<file path="src/design/cefd_pkg.sv">
// Shared constants and types for the credit event frame decoder.
// Depends on nothing; the front, queue, back and top refer to it by scoped names.
package cefd_pkg;

   localparam int StoreBase  = 4;    // frame offset of the event counter byte
   localparam int StoreDepth = 11;   // offsets 4..14 are kept
   localparam int PairBytes  = StoreDepth - 1;
   localparam int MaxEvents  = 5;    // cap on events reported per frame
   localparam int CountW     = $clog2(MaxEvents + 1);
   localparam int PosW       = 4;
   localparam int PosMax     = (1 << PosW) - 1;
   localparam int QueueDepth = 2;
   localparam int QueueAw    = (QueueDepth > 1) ? $clog2(QueueDepth) : 1;

   // One decoded frame, handed from the front to the back.
   typedef struct packed {
      logic                          reset_frame;
      logic [CountW-1:0]             n_events;
      logic [PairBytes-1:0][7:0]     pairs;      // offsets 5..14, credit then code
   } job_type;

   typedef struct packed {
      logic full;
      logic empty;
   } queue_status_type;

endpackage

</file>
<file path="src/design/cefd_req_if.sv">
// Byte channel into the decoder: valid/ready handshake with frame byte and end marker.
// Depends on nothing.
interface cefd_req_if;
   logic       valid;
   logic       ready;
   logic [7:0] frame_byte;
   logic       frame_end;

   modport source (output valid, output frame_byte, output frame_end, input ready);
   modport sink   (input valid, input frame_byte, input frame_end, output ready);
endinterface

</file>
<file path="src/design/cefd_rsp_if.sv">
// Result channel out of the decoder: valid/ready handshake with one event per transfer.
// Depends on nothing.
interface cefd_rsp_if;
   logic       valid;
   logic       ready;
   logic       is_error;
   logic [7:0] value;
   logic       reset_seen;
   logic       last_of_run;

   modport source (output valid, output is_error, output value, output reset_seen,
                   output last_of_run, input ready);
   modport sink   (input valid, input is_error, input value, input reset_seen,
                   input last_of_run, output ready);
endinterface

</file>
<file path="src/design/cefd_front.sv">
// Front end: takes frame bytes, keeps the counter and pair bytes, works out the
// new event count at frame end and pushes a job. Depends on cefd_pkg, cefd_req_if.
module cefd_front (
   input  logic                       clock,
   input  logic                       reset,
   cefd_req_if.sink                   req_ch,
   input  cefd_pkg::queue_status_type q_status,
   output logic                       push,
   output cefd_pkg::job_type          push_job
);

   logic [cefd_pkg::PosW-1:0] pos_ff, pos_in;
   logic [7:0]                ec_ff, ec_in;
   logic                      rp_ff, rp_in;
   logic [7:0]                store_ff [cefd_pkg::StoreDepth];
   logic [7:0]                store_in [cefd_pkg::StoreDepth];
   logic                      accept;
   logic                      frame_done;
   logic [7:0]                newc;
   logic [7:0]                diff;
   logic [7:0]                count8;
   logic [cefd_pkg::CountW-1:0] capped;
   logic                      reset_frame;

   assign req_ch.ready = !q_status.full;
   assign accept       = req_ch.valid && req_ch.ready;
   assign frame_done   = accept && req_ch.frame_end;

   // clear the store on the first byte of a frame, then drop the byte in place
   always_comb begin
      for (int i = 0; i < cefd_pkg::StoreDepth; i++) begin
         store_in[i] = (pos_ff == '0) ? 8'h00 : store_ff[i];
         if (pos_ff == cefd_pkg::PosW'(cefd_pkg::StoreBase + i))
            store_in[i] = req_ch.frame_byte;
      end
   end

   always_comb begin
      if (accept) begin
         if (req_ch.frame_end)
            pos_in = '0;
         else if (pos_ff == cefd_pkg::PosW'(cefd_pkg::PosMax))
            pos_in = pos_ff;
         else
            pos_in = pos_ff + cefd_pkg::PosW'(1);
      end else begin
         pos_in = pos_ff;
      end
   end

   assign newc = store_in[0];
   assign diff = newc - ec_ff;

   always_comb begin
      count8      = 8'h00;
      ec_in       = ec_ff;
      rp_in       = rp_ff;
      reset_frame = 1'b0;
      if (frame_done) begin
         ec_in = newc;
         priority if (newc == 8'h00) begin
            if (ec_ff != 8'h00) begin
               rp_in       = 1'b1;
               reset_frame = 1'b1;
            end
         end else if (ec_ff == 8'h00) begin
            if (rp_ff) begin
               count8 = newc;
               rp_in  = 1'b0;
            end
         end else if (ec_ff < newc) begin
            count8 = diff;
         end else if (ec_ff > newc) begin
            // wrap skips zero
            count8 = diff - 8'h01;
         end else begin
            count8 = 8'h00;
         end
      end
   end

   assign capped = (count8 > 8'(cefd_pkg::MaxEvents))
                   ? cefd_pkg::CountW'(cefd_pkg::MaxEvents)
                   : count8[cefd_pkg::CountW-1:0];

   always_comb begin
      push_job.reset_frame = reset_frame;
      push_job.n_events    = reset_frame ? cefd_pkg::CountW'(1) : capped;
      for (int j = 0; j < cefd_pkg::PairBytes; j++)
         push_job.pairs[j] = store_in[j + 1];
   end

   assign push = frame_done && (reset_frame || (capped != '0));

   always_ff @(posedge clock) begin
      if (reset) begin
         pos_ff <= '0;
         ec_ff  <= 8'h00;
         rp_ff  <= 1'b0;
      end else begin
         pos_ff <= pos_in;
         ec_ff  <= ec_in;
         rp_ff  <= rp_in;
      end
   end

   always_ff @(posedge clock) begin
      if (accept) begin
         for (int i = 0; i < cefd_pkg::StoreDepth; i++)
            store_ff[i] <= store_in[i];
      end
   end

endmodule

</file>
<file path="src/design/cefd_queue.sv">
// Short job queue between front and back, so each side can stall on its own.
// Depends on cefd_pkg.
module cefd_queue (
   input  logic                       clock,
   input  logic                       reset,
   input  logic                       push,
   input  cefd_pkg::job_type          push_job,
   input  logic                       pop,
   output cefd_pkg::job_type          head,
   output cefd_pkg::queue_status_type q_status
);

   cefd_pkg::job_type              mem_ff [cefd_pkg::QueueDepth];
   logic [cefd_pkg::QueueAw-1:0]   wr_ptr_ff, wr_ptr_in;
   logic [cefd_pkg::QueueAw-1:0]   rd_ptr_ff, rd_ptr_in;
   logic [cefd_pkg::QueueAw:0]     cnt_ff, cnt_in;

   assign q_status.full  = (cnt_ff == (cefd_pkg::QueueAw + 1)'(cefd_pkg::QueueDepth));
   assign q_status.empty = (cnt_ff == '0);
   assign head           = mem_ff[rd_ptr_ff];

   always_comb begin
      wr_ptr_in = wr_ptr_ff;
      rd_ptr_in = rd_ptr_ff;
      cnt_in    = cnt_ff;
      if (push)
         wr_ptr_in = (wr_ptr_ff == cefd_pkg::QueueAw'(cefd_pkg::QueueDepth - 1))
                     ? '0 : wr_ptr_ff + cefd_pkg::QueueAw'(1);
      if (pop)
         rd_ptr_in = (rd_ptr_ff == cefd_pkg::QueueAw'(cefd_pkg::QueueDepth - 1))
                     ? '0 : rd_ptr_ff + cefd_pkg::QueueAw'(1);
      if (push && !pop)
         cnt_in = cnt_ff + (cefd_pkg::QueueAw + 1)'(1);
      else if (pop && !push)
         cnt_in = cnt_ff - (cefd_pkg::QueueAw + 1)'(1);
   end

   always_ff @(posedge clock) begin
      if (reset) begin
         wr_ptr_ff <= '0;
         rd_ptr_ff <= '0;
         cnt_ff    <= '0;
      end else begin
         wr_ptr_ff <= wr_ptr_in;
         rd_ptr_ff <= rd_ptr_in;
         cnt_ff    <= cnt_in;
      end
   end

   always_ff @(posedge clock) begin
      if (push)
         mem_ff[wr_ptr_ff] <= push_job;
   end

endmodule

</file>
<file path="src/design/cefd_back.sv">
// Back end: walks the head job one event per cycle, unless the result is stalled, into the result register.
// Depends on cefd_pkg, cefd_rsp_if.
module cefd_back (
   input  logic                       clock,
   input  logic                       reset,
   input  cefd_pkg::job_type          head,
   input  cefd_pkg::queue_status_type q_status,
   output logic                       pop,
   cefd_rsp_if.source                 rsp_ch
);

   logic [cefd_pkg::CountW-1:0] k_ff, k_in, k_next;
   logic                        valid_ff, valid_in;
   logic                        is_error_ff, is_error_in;
   logic [7:0]                  value_ff, value_in;
   logic                        reset_seen_ff, reset_seen_in;
   logic                        last_ff, last_in;
   logic                        out_load;
   logic                        emit;
   logic [7:0]                  credit;
   logic [7:0]                  code;

   assign out_load = !valid_ff || rsp_ch.ready;
   assign emit     = out_load && !q_status.empty;
   assign k_next   = k_ff + cefd_pkg::CountW'(1);
   assign last_in  = (k_next == head.n_events);
   assign pop      = emit && last_in;

   assign credit = head.pairs[{k_ff, 1'b0}];
   assign code   = head.pairs[{k_ff, 1'b1}];

   always_comb begin
      if (head.reset_frame) begin
         is_error_in   = 1'b0;
         value_in      = 8'h00;
         reset_seen_in = 1'b1;
      end else begin
         is_error_in   = (credit == 8'h00);
         value_in      = (credit == 8'h00) ? code : credit;
         reset_seen_in = 1'b0;
      end
   end

   always_comb begin
      k_in     = k_ff;
      valid_in = valid_ff;
      if (emit) begin
         k_in     = last_in ? '0 : k_next;
         valid_in = 1'b1;
      end else if (rsp_ch.ready) begin
         valid_in = 1'b0;
      end
   end

   always_ff @(posedge clock) begin
      if (reset) begin
         k_ff     <= '0;
         valid_ff <= 1'b0;
      end else begin
         k_ff     <= k_in;
         valid_ff <= valid_in;
      end
   end

   always_ff @(posedge clock) begin
      if (emit) begin
         is_error_ff   <= is_error_in;
         value_ff      <= value_in;
         reset_seen_ff <= reset_seen_in;
         last_ff       <= last_in;
      end
   end

   assign rsp_ch.valid       = valid_ff;
   assign rsp_ch.is_error    = is_error_ff;
   assign rsp_ch.value       = value_ff;
   assign rsp_ch.reset_seen  = reset_seen_ff;
   assign rsp_ch.last_of_run = last_ff;

   a_k_in_range: assert property (@(posedge clock) disable iff (reset)
      !q_status.empty |-> (k_ff < head.n_events))
      else $error("event index beyond job count");

   a_k_idle_zero: assert property (@(posedge clock) disable iff (reset)
      (k_ff != '0) |-> !q_status.empty)
      else $error("event index left over without a job");

   a_reset_job_single: assert property (@(posedge clock) disable iff (reset)
      (!q_status.empty && head.reset_frame) |-> (head.n_events == cefd_pkg::CountW'(1)))
      else $error("reset frame job with more than one event");

   a_pop_marks_last: assert property (@(posedge clock) disable iff (reset)
      pop |=> (valid_ff && last_ff))
      else $error("job retired without a last result");

endmodule

</file>
<file path="src/design/credit_event_frame_decoder_unit.sv">
// Top level of the credit event frame decoder: front, job queue and back.
// Depends on cefd_pkg, cefd_req_if, cefd_rsp_if, cefd_front, cefd_queue, cefd_back.
//
//   channel   dir  payload                                   handshake
//   req_ch    in   frame_byte[7:0], frame_end                valid/ready
//   rsp_ch    out  is_error, value[7:0], reset_seen,         valid/ready
//                  last_of_run
//
// One byte is taken per cycle; the front stalls only while the job queue is full.
// A finished frame yields 0 to 5 results, one per cycle from the back unless the
// receiver stalls, each passing through the result register; the queue holds two
// frames, so bytes of the next frame keep flowing while results drain.
// Reset (synchronous, active high) clears counter, reset flag, byte offset and queue.
// A stalled result holds in the output register while the front carries on.
module credit_event_frame_decoder_unit (
   input  logic       clock,
   input  logic       reset,
   cefd_req_if.sink   req_ch,
   cefd_rsp_if.source rsp_ch
);

   cefd_pkg::queue_status_type q_status;
   cefd_pkg::job_type          push_job;
   cefd_pkg::job_type          head;
   logic                       push;
   logic                       pop;

   // classify each frame and hand over a job at its end
   cefd_front u_front (
      .clock    (clock),
      .reset    (reset),
      .req_ch   (req_ch),
      .q_status (q_status),
      .push     (push),
      .push_job (push_job)
   );

   // hold jobs so the two sides stall independently
   cefd_queue u_queue (
      .clock    (clock),
      .reset    (reset),
      .push     (push),
      .push_job (push_job),
      .pop      (pop),
      .head     (head),
      .q_status (q_status)
   );

   // advance through the head job, one result transfer per event
   cefd_back u_back (
      .clock    (clock),
      .reset    (reset),
      .head     (head),
      .q_status (q_status),
      .pop      (pop),
      .rsp_ch   (rsp_ch)
   );

endmodule

</file>
<file path="src/flat_wrapper.sv">
// flat-port wrapper written by rule: the top's interface ports become plain ports
module credit_event_frame_decoder_unit_flat 
  (clock, reset, req_ch_valid, req_ch_frame_byte, req_ch_frame_end, req_ch_ready, rsp_ch_valid, rsp_ch_is_error, rsp_ch_value, rsp_ch_reset_seen, rsp_ch_last_of_run, rsp_ch_ready);
  cefd_req_if req_ch_i ();
  cefd_rsp_if rsp_ch_i ();
  input  logic clock;
  input  logic reset;
  input wire logic [$bits(req_ch_i.valid)-1:0] req_ch_valid;
  input wire logic [$bits(req_ch_i.frame_byte)-1:0] req_ch_frame_byte;
  input wire logic [$bits(req_ch_i.frame_end)-1:0] req_ch_frame_end;
  output wire logic [$bits(req_ch_i.ready)-1:0] req_ch_ready;
  output wire logic [$bits(rsp_ch_i.valid)-1:0] rsp_ch_valid;
  output wire logic [$bits(rsp_ch_i.is_error)-1:0] rsp_ch_is_error;
  output wire logic [$bits(rsp_ch_i.value)-1:0] rsp_ch_value;
  output wire logic [$bits(rsp_ch_i.reset_seen)-1:0] rsp_ch_reset_seen;
  output wire logic [$bits(rsp_ch_i.last_of_run)-1:0] rsp_ch_last_of_run;
  input wire logic [$bits(rsp_ch_i.ready)-1:0] rsp_ch_ready;
  assign req_ch_i.valid = req_ch_valid;
  assign req_ch_i.frame_byte = req_ch_frame_byte;
  assign req_ch_i.frame_end = req_ch_frame_end;
  assign req_ch_ready = req_ch_i.ready;
  assign rsp_ch_valid = rsp_ch_i.valid;
  assign rsp_ch_is_error = rsp_ch_i.is_error;
  assign rsp_ch_value = rsp_ch_i.value;
  assign rsp_ch_reset_seen = rsp_ch_i.reset_seen;
  assign rsp_ch_last_of_run = rsp_ch_i.last_of_run;
  assign rsp_ch_i.ready = rsp_ch_ready;
  credit_event_frame_decoder_unit u_core (.clock(clock), .reset(reset), .req_ch(req_ch_i), .rsp_ch(rsp_ch_i));
endmodule
</file>
<file path="config.mk">
export PLATFORM = sky130hd
export DESIGN_NAME = credit_event_frame_decoder_unit_flat
export DESIGN_NICKNAME = d
export VERILOG_FILES = /design/src/design/cefd_pkg.sv /design/src/design/cefd_req_if.sv /design/src/design/cefd_rsp_if.sv /design/src/design/cefd_front.sv /design/src/design/cefd_queue.sv /design/src/design/cefd_back.sv /design/src/design/credit_event_frame_decoder_unit.sv /design/src/flat_wrapper.sv
export SDC_FILE = /design/constraint.sdc
export NUM_CORES = 1
export LEC_CHECK = 0
export CORE_ASPECT_RATIO = 1.25
export CORE_MARGIN = 2
export CORE_UTILIZATION = 63
export DETAILED_ROUTE_END_ITERATION = 10
export DONT_BUFFER_PORTS = 1
export MAX_ROUTING_LAYER = met4
export PLACE_DENSITY_LB_ADDON = 0.3
export SYNTH_ARGS = -nofsm -noshare
export SYNTH_HDL_FRONTEND = slang
export SYNTH_SLANG_ARGS = --single-unit
</file>
<file path="constraint.sdc">
create_clock -name clock -period 10.6 [get_ports clock]
set_clock_uncertainty 0.1 [all_clocks]
set_input_delay 0 -clock clock [delete_from_list [all_inputs] [get_ports clock]]
set_output_delay 0 -clock clock [all_outputs]
set_load 0.02 [all_outputs]
</file>
* Yosys cells after proc, flatten, opt, wreduce, memory -nomap -nowiden
Memories as Yosys holds them, arrays and structs flattened. A register that Yosys moved wholly into a read port is not among the register bits. Cells that the tools add are included.
Cells by class: $lt $le $gt $ge 5, equal/unequal tests 16, muxes and demuxes 57, $add $sub $neg 8, reduce and logical (&&, ||, !) cells 26
Operator list (number):
- 2-to-1 mux 8 bit | 31
- binary-select mux 8 bit (select 3 bit) | 2
- equality test 4 bit (second input constant) | 8
- logical NOT 8 bit | 3
- 2-to-1 mux 1 bit | 17
- equality test 4 x 3 -> 1 bit (second input constant) | 4
- less-than comparator 4 x 5 -> 1 bit (second input constant) | 2
- 2-to-1 mux 3 bit | 3
- > comparator 8 x 3 -> 1 bit (second input constant) | 1
- > comparator 8 bit | 1
- less-than comparator 8 bit | 1
- 2-to-1 mux 4 bit | 2
- nonzero test 8 bit | 1
- subtractor 8 x 1 -> 8 bit (second input constant) | 1
- subtractor 8 bit | 1
- logical AND 1 bit | 7
- nonzero test 2 bit | 3
- logical NOT 1 bit | 5
- adder 4 x 1 -> 4 bit (second input constant) | 1
- logical NOT 4 bit | 1
- 2-to-1 mux 2 bit | 2
- adder 3 x 1 -> 3 bit (second input constant) | 1
- equality test 3 bit | 1
- AND reduction 3 bit | 1
- 10 further kinds | 12
Word-level totals: memory bits (writable) 256, bits in registers 32, memories kept 2, output and inout bits 13, word-level logic and storage cells 126
Memories:
- u_core.u_queue.mem_ff | words 2, bits a word 84, read ports 1, clocked after Yosys merged registers in 1, write ports 1, line cefd_queue.sv:13 | cefd_pkg::job_type mem_ff [cefd_pkg::QueueDepth];
- u_core.u_front.store_ff | words 11, bits a word 8, read ports 11, clocked after Yosys merged registers in 0, write ports 11, line cefd_front.sv:15 | logic [7:0] store_ff [cefd_pkg::StoreDepth];

* Longest topological paths before layout
word-level depth 19, mapped depth 20

* Cells and area by module
From an unflattened synthesis, not the netlist that was laid out.
Unflattened totals: cell total of the unflattened synthesis 885, area total of the unflattened synthesis 12857.3 um2
By module, submodules not included:
- cefd_queue | cells each 283, times used 1, seq. area each 5144.9 um2, area each 6287.3 um2
- cefd_front | cells each 446, times used 1, seq. area each 2902.8 um2, area each 5122.4 um2
- cefd_back | cells each 156, times used 1, seq. area each 410.4 um2, area each 1447.6 um2

* Worst setup path after synthesis
OpenSTA, ideal clock, no wires.
kind register to register, start point register u_core.u_queue.cnt_ff[0] in the netlist's numbering, end point memory u_core.u_queue.mem_ff[1][0] in the netlist's numbering, enable pin, library setup time 0.578 ns, data required time 9.922 ns, path slack 1.846 ns, arrival 8.076 ns, cell stages (with the launch flop) 7, cell sequence dfxtp_1 nand2b_1 and2_1 nand2_1 o31a_1 and2_1 a31oi_1
Between the ends: word-level cells in the longest chain between the ends 12, elaborated cells on any way between the ends 13, those cells by class order compare: 1; eq/ne: 1; mux: 5; reduce/logical: 6
RTL lines:
- start: declaration | line cefd_queue.sv:16 | logic [cefd_pkg::QueueAw:0] cnt_ff, cnt_in;
- start signal: assignment | line cefd_queue.sv:46 | cnt_ff <= cnt_in;
- equality test 2 bit (*) | line cefd_queue.sv:18 | assign q_status.full = (cnt_ff == (cefd_pkg::QueueAw + 1)'(cefd_pkg::QueueDepth));
- logical NOT 1 bit (*) | line cefd_front.sv:25 | assign req_ch.ready = !q_status.full;
- named net req_ch_ready | line flat_wrapper.sv:11 | output wire logic [$bits(req_ch_i.ready)-1:0] req_ch_ready;
- logical AND 1 bit (*) | line cefd_front.sv:26 | assign accept = req_ch.valid && req_ch.ready;
- named net u_core.u_front.accept | line cefd_front.sv:17 | logic accept;
- logical AND 1 bit (*) | line cefd_front.sv:27 | assign frame_done = accept && req_ch.frame_end;
- 2-to-1 mux 8 bit | line cefd_front.sv:59 | if (frame_done) begin
- > comparator 8 x 3 -> 1 bit | line cefd_front.sv:82 | assign capped = (count8 > 8'(cefd_pkg::MaxEvents))
- 2-to-1 mux 3 bit | line cefd_front.sv:83 | ? cefd_pkg::CountW'(cefd_pkg::MaxEvents)
- nonzero test 3 bit | line cefd_front.sv:93 | assign push = frame_done && (reset_frame || (capped != '0));
- logical OR 1 bit | line cefd_front.sv:93
- logical AND 1 bit (*) | line cefd_front.sv:93
- 2-to-1 mux 1 bit (*) | line cefd_queue.sv:51 | if (push)
- 2-to-1 mux 1 bit (not written as such) (*) | line cefd_queue.sv:52 | mem_ff[wr_ptr_ff] <= push_job;
- end: declaration | line cefd_queue.sv:13
Mark *: on every way through the listed nets, which the timed path passes. The rest lies on a longest branch.

* Final worst setup path
start point register u_core.u_front.pos_ff[3] in the netlist's numbering, end point memory u_core.u_queue.mem_ff[0][37] in the netlist's numbering, enable pin
Between the ends: word-level cells in the longest chain between the ends 17, elaborated cells on any way between the ends 24, those cells by class add/sub: 2; order compare: 3; eq/ne: 1; mux: 13; reduce/logical: 5
RTL lines:
- start: declaration | line cefd_front.sv:12 | logic [cefd_pkg::PosW-1:0] pos_ff, pos_in;
- start signal: assignment | line cefd_front.sv:101 | pos_ff <= pos_in;
- logical NOT 4 bit | line cefd_front.sv:32 | store_in[i] = (pos_ff == '0) ? 8'h00 : store_ff[i];
- 2-to-1 mux 8 bit | line cefd_front.sv:32
- 2-to-1 mux 8 bit (*) | line cefd_front.sv:33 | if (pos_ff == cefd_pkg::PosW'(cefd_pkg::StoreBase + i))
- subtractor 8 bit | line cefd_front.sv:52 | assign diff = newc - ec_ff;
- subtractor 8 x 1 -> 8 bit | line cefd_front.sv:75 | count8 = diff - 8'h01;
- 2-to-1 mux 8 bit | line cefd_front.sv:73 | end else if (ec_ff > newc) begin
- 2-to-1 mux 8 bit | line cefd_front.sv:71 | end else if (ec_ff < newc) begin
- 2-to-1 mux 8 bit | line cefd_front.sv:66 | end else if (ec_ff == 8'h00) begin
- 2-to-1 mux 8 bit | line cefd_front.sv:61 | priority if (newc == 8'h00) begin
- 2-to-1 mux 8 bit | line cefd_front.sv:59
- > comparator 8 x 3 -> 1 bit | line cefd_front.sv:82
- 2-to-1 mux 3 bit | line cefd_front.sv:83
- nonzero test 3 bit | line cefd_front.sv:93
- logical OR 1 bit (*) | line cefd_front.sv:93
- logical AND 1 bit (*) | line cefd_front.sv:93
- 2-to-1 mux 1 bit (*) | line cefd_queue.sv:51
- 2-to-1 mux 1 bit (not written as such) (*) | line cefd_queue.sv:52
Every way passes the cells marked *; elsewhere a longest branch is shown, timed or not.

==> results.json <==
{
  "clkLatencyLatePin_ns": 0.55,
  "hpwlAfterDp_um": 17000,
  "grt_pass1_vias": 7411,
  "grt.total_usage": 0.274,
  "finalHoldViolCount": 0,
  "cts_tree": "yes",
  "slew_violations": 0,
  "synthFlopType": "edfxtp_1",
  "core_um2": 19500,
  "hp-start": "rsp_ch_ready",
  "postCtsHoldBufs": 14,
  "grt_max_degree": 81,
  "leakagePower_uw": 0.00482,
  "gp_congestion": 0.916,
  "io_pins": 26,
  "final.setup.tns_ns": 0,
  "cellPowerDensity_nw_per_um2": 252,
  "syn_inst": 829,
  "worst-path-max-fanout": 66,
  "ys_ff_latch": 289,
  "wl_per_cell_um": 24.5,
  "fin_util": 0.704,
  "root_buffer": "clkbuf_16",
  "synth_top_cell_by_area": "edfxtp_1",
  "cp.required_ns": 10.68,
  "timing.rr.end": "u_core.u_queue.mem_ff[0][37]",
  "first_iter_violations": 676,
  "drive_above_1_share": 0.139,
  "cts-resized-gates": 0,
  "synthTopCellsByArea": "edfxtp_1 64%, a22o_1 5.0%, mux4_2 4.5%",
  "netlist_area_um2": 12500,
  "maxCapViolations": 0,
  "worstHoldPathType": "primary input to flip-flop",
  "final_nets": 861,
  "final_common_cell": "edfxtp_1",
  "r2r_slack_ns": 4.68,
  "final_cell_mix": "267 x edfxtp_1, 72 x a22o_1, 51 x nor2_1, 40 x nand2_1, 36 x inv_1",
  "h-tree-depth": 1,
  "diodes": 0,
  "crit_top_cell": "nand4_1",
  "grt_pass1_wl_um": 42200,
  "detail-route-antenna-nets": 0,
  "synth.distinct_cells": 62,
  "vias": 7458,
  "path_class": "flip-flop to flip-flop",
  "clk_pin_slew_worst_paths_ns": 0.06,
  "grt-ovfl-total": 0,
  "ys.warnings.count": 0,
  "cp_data_arrival_time_ns": 6.00,
  "slew_headroom": 0.254,
  "fmax_mhz": 169,
  "vias_per_cell": 6.69,
  "synthToLayoutAreaGrowth_pct": 9.46,
  "post-cts-setup-buffers": 0,
  "die_area_um2": 21000,
  "cts_inserted_buffers": 27,
  "min_period_ns": 5.92,
  "syn_avg_cell_area_um2": 15.1,
  "clockBufferDepth": 3,
  "antenna_found_initial": 0,
  "start_util": 0.643,
  "holdPathEnd": "u_core.u_back.rsp_ch.valid",
  "cp_num_buf_inv": 1,
  "die_x_um": 130,
  "cp_slowest_cell": "dfxtp_1",
  "cp_cell_sequence": "nand2b_1 -> mux2_2 -> ha_1 -> fa_1 -> xor2_1 -> o2111ai_1 -> o2bb2ai_1 -> nand4_1 -> nand4_1 -> o211a_1 -> nor2_1 -> a21oi_4 -> buf_4",
  "num_rows": 57,
  "vdd_drop_max_v": 0.000169,
  "end_kind": "flip-flop",
  "cts.sinks": 289,
  "tightestPinTransition_ns": 1.12,
  "rsz0062_at_grt": "false",
  "synth_edf_count": 267,
  "wl_um": 27300,
  "synth_top_area_share": 0.641,
  "cp_top_family": "compound AO/OA/AOI/OAI gates",
  "r2r-start": "u_core.u_front.pos_ff[3]",
  "setup-violations-final": 0,
  "post-route-period-util": 0.559,
  "chipHeight_um": 162,
  "dr.pass1.iters": 6,
  "ys_seq_area_frac": 0.676,
  "drc": 0,
  "worst-r2r-cell-count": 13,
  "worstHoldPathCells": 3,
  "syn-num-nets": 859,
  "status": "finished, final reports clean",
  "cp_slowest_stage_delay_ns": 1.05,
  "io_buffers": 0,
  "worstSetupStartpointType": "flip-flop",
  "postSynth.asyncResetShare": 0
}
==> state kept, by name, indices dropped and copies added, names as in the netlist, 2 cells and up, named ones only <==
name                        flops
u_core.u_queue.cnt_ff           2
u_core.u_queue.mem_ff         168
u_core.u_back.rsp_ch.value      8
u_core.u_back.k_ff              3
u_core.u_front.ec_ff            8
u_core.u_front.store_ff        88
u_core.u_front.pos_ff           4
==> layout make-up <==
cell class              instances  area [µm²]
clock buffers                  32         694
fillers                      1240        5770
inverters                      37         139
repair buffers                 24         215
clock inverters                16         144
well taps                     265         332
multi-input cells             452        3720
flip-flops and latches        289        8460
==> where the power goes <==
| group | total (µW) | leakage, µW | switching (µW) | internal [µW] |
|---|---|---|---|---|
| Sequential | 1660 | 0.00277 | 94.7 | 1570 |
| Clock | 927 | 0.000418 | 409 | 518 |
| Combinational | 864 | 0.00164 | 532 | 331 |
| Total | 3450 | 0.00482 | 1040 | 2420 |
==> worst min-delay path: cells and delay by family <==
kind / cells / cell delay (ns)
AND/OR/NAND/NOR: 1 / 0.17
AO/OA/AOI/OAI: 1 / 0.08
buffers and inverters: 1 / 0.51
==> metal layers <==
metal  vias to the layer above  GRT usage  part of all wire
met5                         -          -                 0
met4                         0      0.109             0.036
met3                        76     0.0454             0.079
met2                       415      0.418              0.49
met1                      3697      0.373              0.39
li1                       3270          -                 -
==> Yosys cell counts, types with 5 or more instances <==
cell type	instances
a211oi_1	13
a21oi_1	30
a221oi_1	7
a22o_1	72
a22oi_1	8
a31o_2	10
and2_1	11
buf_1	5
clkbuf_1	37
dfxtp_1	22
edfxtp_1	267
ha_1	16
inv_1	36
mux2_2	20
mux2i_1	5
mux4_1	7
mux4_2	25
nand2_1	40
nand2b_1	6
nand3_1	15
nand4_1	7
nor2_1	51
nor2b_1	6
nor3_1	7
nor4_1	6
o211ai_1	6
o21ai_0	24
xnor2_1	7
xor2_1	9
==> per-stage QoR <==
stage | hold slack, ns | instances | power, µW | worst slack, ns | cell area, µm²
global placement | -0.0294 | 1053 | 2480 | 4.94 | 12700
CTS | 0.158 | 1115 | 3460 | 4.73 | 13700
detailed placement | -0.0269 | 1053 | 2520 | 4.78 | 12700
global route | 0.195 | 1115 | 3590 | 4.22 | 13700
finish | 0.174 | 1115 | 3450 | 4.68 | 13700
floorplan | 0.0878 | 829 | 2310 | 1.85 | 12500
==> worst max-delay path by stage <==
stage                                  start                            to  cells after the start  slack, ns
global route        u_core.u_front.pos_ff[3]  u_core.u_queue.mem_ff[0][35]                     13       4.22
global placement    u_core.u_front.pos_ff[3]  u_core.u_queue.mem_ff[0][37]                     11       4.94
detailed placement  u_core.u_front.pos_ff[3]  u_core.u_queue.mem_ff[0][37]                     13       4.78
floorplan           u_core.u_queue.cnt_ff[0]   u_core.u_queue.mem_ff[1][0]                      6       1.85
finish              u_core.u_front.pos_ff[3]  u_core.u_queue.mem_ff[0][37]                     13       4.68
CTS                 u_core.u_front.pos_ff[3]  u_core.u_queue.mem_ff[0][62]                     11       4.73
==> cell families (layout without fill, tap and decap cells) <==
kind of cell | Yosys count | count (layout) | share of synthesized area
XOR/XNOR | 16 | 16 | 0.0112
AND/OR/NAND/NOR | 169 | 169 | 0.0681
adder cells (fa/ha/maj) | 17 | 17 | 0.0176
flip-flops | 289 | 289 | 0.676
multiplexers | 57 | 57 | 0.0817
buffers and inverters | 88 | 109 | 0.0296
AO/OA/AOI/OAI | 193 | 193 | 0.116
Power figures use the tool's default switching activity.
